<file path="src/hw/rtl/erl_div.sv">
// Restoring divider, one quotient bit per cycle, 32-bit unsigned operands.
module erl_div (
   input  logic        clock,
   input  logic        reset,
   input  logic        start,
   input  logic [31:0] dividend,
   input  logic [31:0] divisor,
   output logic        done,
   output logic [31:0] quotient
);

   logic [31:0] quo_ff, quo_in;
   logic [31:0] rem_ff, rem_in;
   logic [31:0] dsr_ff, dsr_in;
   logic [5:0]  cnt_ff, cnt_in;
   logic        busy_ff, busy_in;
   logic        done_ff, done_in;
   logic [32:0] trial;

   always_comb begin
      quo_in  = quo_ff;
      rem_in  = rem_ff;
      dsr_in  = dsr_ff;
      cnt_in  = cnt_ff;
      busy_in = busy_ff;
      done_in = 1'b0;
      trial   = {rem_ff, quo_ff[31]} - {1'b0, dsr_ff};
      if (start) begin
         quo_in  = dividend;
         rem_in  = '0;
         dsr_in  = divisor;
         cnt_in  = 6'd32;
         busy_in = 1'b1;
      end else if (busy_ff) begin
         if (trial[32]) begin
            rem_in = {rem_ff[30:0], quo_ff[31]};
            quo_in = {quo_ff[30:0], 1'b0};
         end else begin
            rem_in = trial[31:0];
            quo_in = {quo_ff[30:0], 1'b1};
         end
         cnt_in = cnt_ff - 6'd1;
         if (cnt_ff == 6'd1) begin
            busy_in = 1'b0;
            done_in = 1'b1;
         end
      end
   end

   always_ff @(posedge clock) begin
      quo_ff <= quo_in;
      rem_ff <= rem_in;
      dsr_ff <= dsr_in;
      cnt_ff <= cnt_in;
      if (reset) begin
         busy_ff <= 1'b0;
         done_ff <= 1'b0;
      end else begin
         busy_ff <= busy_in;
         done_ff <= done_in;
      end
   end

   assign done     = done_ff;
   assign quotient = quo_ff;

endmodule

</file>
<file path="config.mk">
export PLATFORM = sky130hd
export DESIGN_NAME = erl_div
export DESIGN_NICKNAME = d
export VERILOG_FILES = /design/src/hw/rtl/erl_div.sv
export SDC_FILE = /design/constraint.sdc
export NUM_CORES = 1
export LEC_CHECK = 0
export ABC_AREA = 1
export BUFFER_PORTS_ARGS = -buffer_cell sky130_fd_sc_hd__buf_2
export CAP_MARGIN = 15
export CORE_MARGIN = 2
export CORE_UTILIZATION = 32
export DETAILED_ROUTE_END_ITERATION = 12
export GPL_ROUTABILITY_DRIVEN = 0
export PLACE_DENSITY = 0.51
export SLEW_MARGIN = 40
export SYNTH_ARGS = -nofsm -noshare
export SYNTH_HDL_FRONTEND = slang
export SYNTH_SLANG_ARGS = --single-unit
</file>
<file path="constraint.sdc">
create_clock -name clock -period 6.3 [get_ports clock]
set_input_delay 0.63 -clock clock [delete_from_list [all_inputs] [get_ports clock]]
set_output_delay 0.63 -clock clock [all_outputs]
set_load 0.01 [all_outputs]
</file>
==> flow_summary.toml <==
[cells_and_area]
layout.nets = 1240
fin_cells = 1418
antennaDiodeCount = 0
syn_to_final_growth_pct = 16.3
layout-drive-gt1-share_pct = 12.2
final_area_sq_mm = 0.00801
utilization_pct = 38.0
n_fill_cell = 2338

[yosys]
synth_edf_count = 64
synth_area_sq_mm = 0.00689
synth_largest_area_cell = "edfxtp_1"
ys_ff_latch = 104
yosys.area.top_type_share_pct = 27.9
synthMostInstantiatedCell = "nand2_1"
ys.flop_type = "edfxtp_1"
netlist-cell-type-count = 35
synth_warnings = 0
syn_area_per_cell_sq_um = 6.61
seq_area_frac_synth_pct = 39.5
synth_common_cells = "470 x nand2_1, 209 x inv_1, 64 x edfxtp_1, 56 x nand3_1, 54 x nor2_1"
synthCells = 1042
synth_nets = 1144
synth.area.top_cells = "edfxtp_1 28%, nand2_1 26%, dfxtp_1 12%, inv_1 11%, ha_1 6.2%"
synthArstFlopShare_pct = 0

[power_and_ir_drop]
p_seq_share_pct = 49.0
power_switching_mw = 0.476
power.leakage_nw = 4.43
power_density_mw_per_mm2 = 202
ir_worst_vdd_v = 0.000113
power_frac_clock_pct = 37.2
sw_frac_of_total_pct = 29.4
total_power_mw = 1.62
comb_power_share_pct = 13.8
intPower_mw = 1.14

[clocking]
numCtsBuffers = 9
clock_latency_ns = 0.37
postCtsHoldBufs = 0
htreeDepth = 3
cts_root_buf = "clkbuf_16"
cts_tree = "built"
clkTransAtPathRegs_ns = 0.09
clock-sinks = 104
post_cts_resized = 0
cts_setup_buffers = 0
clk_path_buf_depth = 2

[floorplan]
fp.dieW_microns = 151
chipHeight_microns = 151
std_cell_rows = 53
initial_core_util_pct = 32.7
die-area_sq_mm = 0.0227
io_pins = 100
core-area_sq_mm = 0.0211

[timing]
layout_min_cycle_time_ns = 2.86
slew_headroom_pct = 50.1
tightestPinTransition_ns = 0.746
setup_violations = 0
setup_tns_ns = 0
hold_viol = 0
drv_slew = 0
clock_skew_ns = 0.0122
final.period_utilization_pct = 45.4
rsz0062_at_grt = "false"
setup_ws_ns = 3.44
fin_hold_ws_ns = 0.429
fmax_mhz = 349

[global_routing]
grt_pass1_wl_mm = 29.1
antenna_found_initial = 0
grt_max_degree = 63
overflow = 0
grt_pass1_vias = 5892
grt_use_total_pct = 16.2

[critical_path]
crit_fanout = 33
startpoint_type = "flop"
arrival_ns = 3.12
critPathKind = "reg -> reg"
endpoint_kind = "flop"
ff2ff_path_depth = 17
worst_ep_required_time_ns = 6.56

[placement]
place_area_sq_mm = 0.00768
dp_cells = 1402
portBuffers = 99
place_ws_ns = 3.41
dpl.hpwl_mm = 13.3

[routing]
dr.pass1.iters = 5
antenna_left = 0
route.final.wire_length_mm = 17.6
vias = 6113
via_per_inst = 4.31
drt_iter0_drc = 421
drcViolationCount = 0
post_drt_wl_per_cell_microns = 12.4

[run_status]
status = "finished, final reports clean"

[run]
drv_cap = 0

[worst_hold_path]
hold_class = "in -> reg"
whs_path_depth = 1
## placed cells by master (no fill, tap or decap), types with 14 or more instances in the layout
cell type / instances
xnor2_1: 14
nand3_1: 56
ha_1: 34
nand2_1: 470
dfxtp_1: 40
a21oi_1: 20
inv_1: 209
nor2_1: 52
edfxtp_1: 64
buf_2: 99
## sequential cells by signal, indices dropped and copies added, names as in the netlist
name / flops
dsr_ff: 32
busy_ff: 1
done: 1
rem_ff: 32
quotient: 32
cnt_ff: 6
## power groups by stage
stage	combinational [mW]	sequential, mW	clock (mW)
final	0.224	0.794	0.602
after global routing	0.256	0.799	0.648
after detailed placement	0.227	0.809	0
after floorplan	0.127	0.816	0
after global placement	0.225	0.809	0
after CTS	0.228	0.794	0.625
## layer usage
metal	track usage, %	part of all wire [%]	vias up
li1	-	-	3325
met2	26.0	45	99
met4	3.83	1.2	0
met3	2.94	3.4	12
met5	0	0	-
met1	22.5	50	2677
## layout make-up
type / instances / area [sq um] / area share [%]
multi-input cells: 700 / 3240 / 40.5
flip-flops and latches: 104 / 2720 / 34.0
inverters: 220 / 827 / 10.3
repair buffers: 103 / 546 / 6.81
well taps: 275 / 344 / 4.30
clock buffers: 9 / 225 / 2.81
clock inverters: 7 / 98.8 / 1.23
## worst max-delay path: stages, from the launching register on
cell	delay (ns)
edfxtp_1	0.35
inv_1	0.06
ha_1	0.22
fa_1	0.42
inv_1	0.09
nand2_1	0.05
nand2_1	0.11
nand3_1	0.09
nand2_1	0.13
nand2_1	0.07
nand2_1	0.11
nand2_2	0.09
nand2_2	0.07
nand2_1	0.06
nand2_2	0.55
nand2_1	0.11
nand3_1	0.11
nand2_1	0.05
## kinds of logic after synthesis
kind of cell	count (synthesis)	share of synthesized area, %
xor gates and xnor gates	15	1.91
and+or+nand+nor	618	36.1
buffers and inverters	238	13.5
AOI/OAI and AO/OA	32	2.45
DFF	104	39.5
adders and majority gates	35	6.47
## path summary, 6_finish.rpt
path | startpoint | end | slack, ns
hold reg to reg | rem_ff[9]$_SDFFE_PP0P_ | rem_ff[9]$_SDFFE_PP0P_ | 0.47
setup reg to reg | quotient[31]$_DFFE_PP_ | rem_ff[18]$_SDFFE_PP0P_ | 3.44
hold / removal | divisor[11] | dsr_ff[11]$_DFFE_PP_ | 0.43
setup / recovery | quotient[31]$_DFFE_PP_ | rem_ff[18]$_SDFFE_PP0P_ | 3.44
No activity file was read; power rests on OpenSTA's default activity.
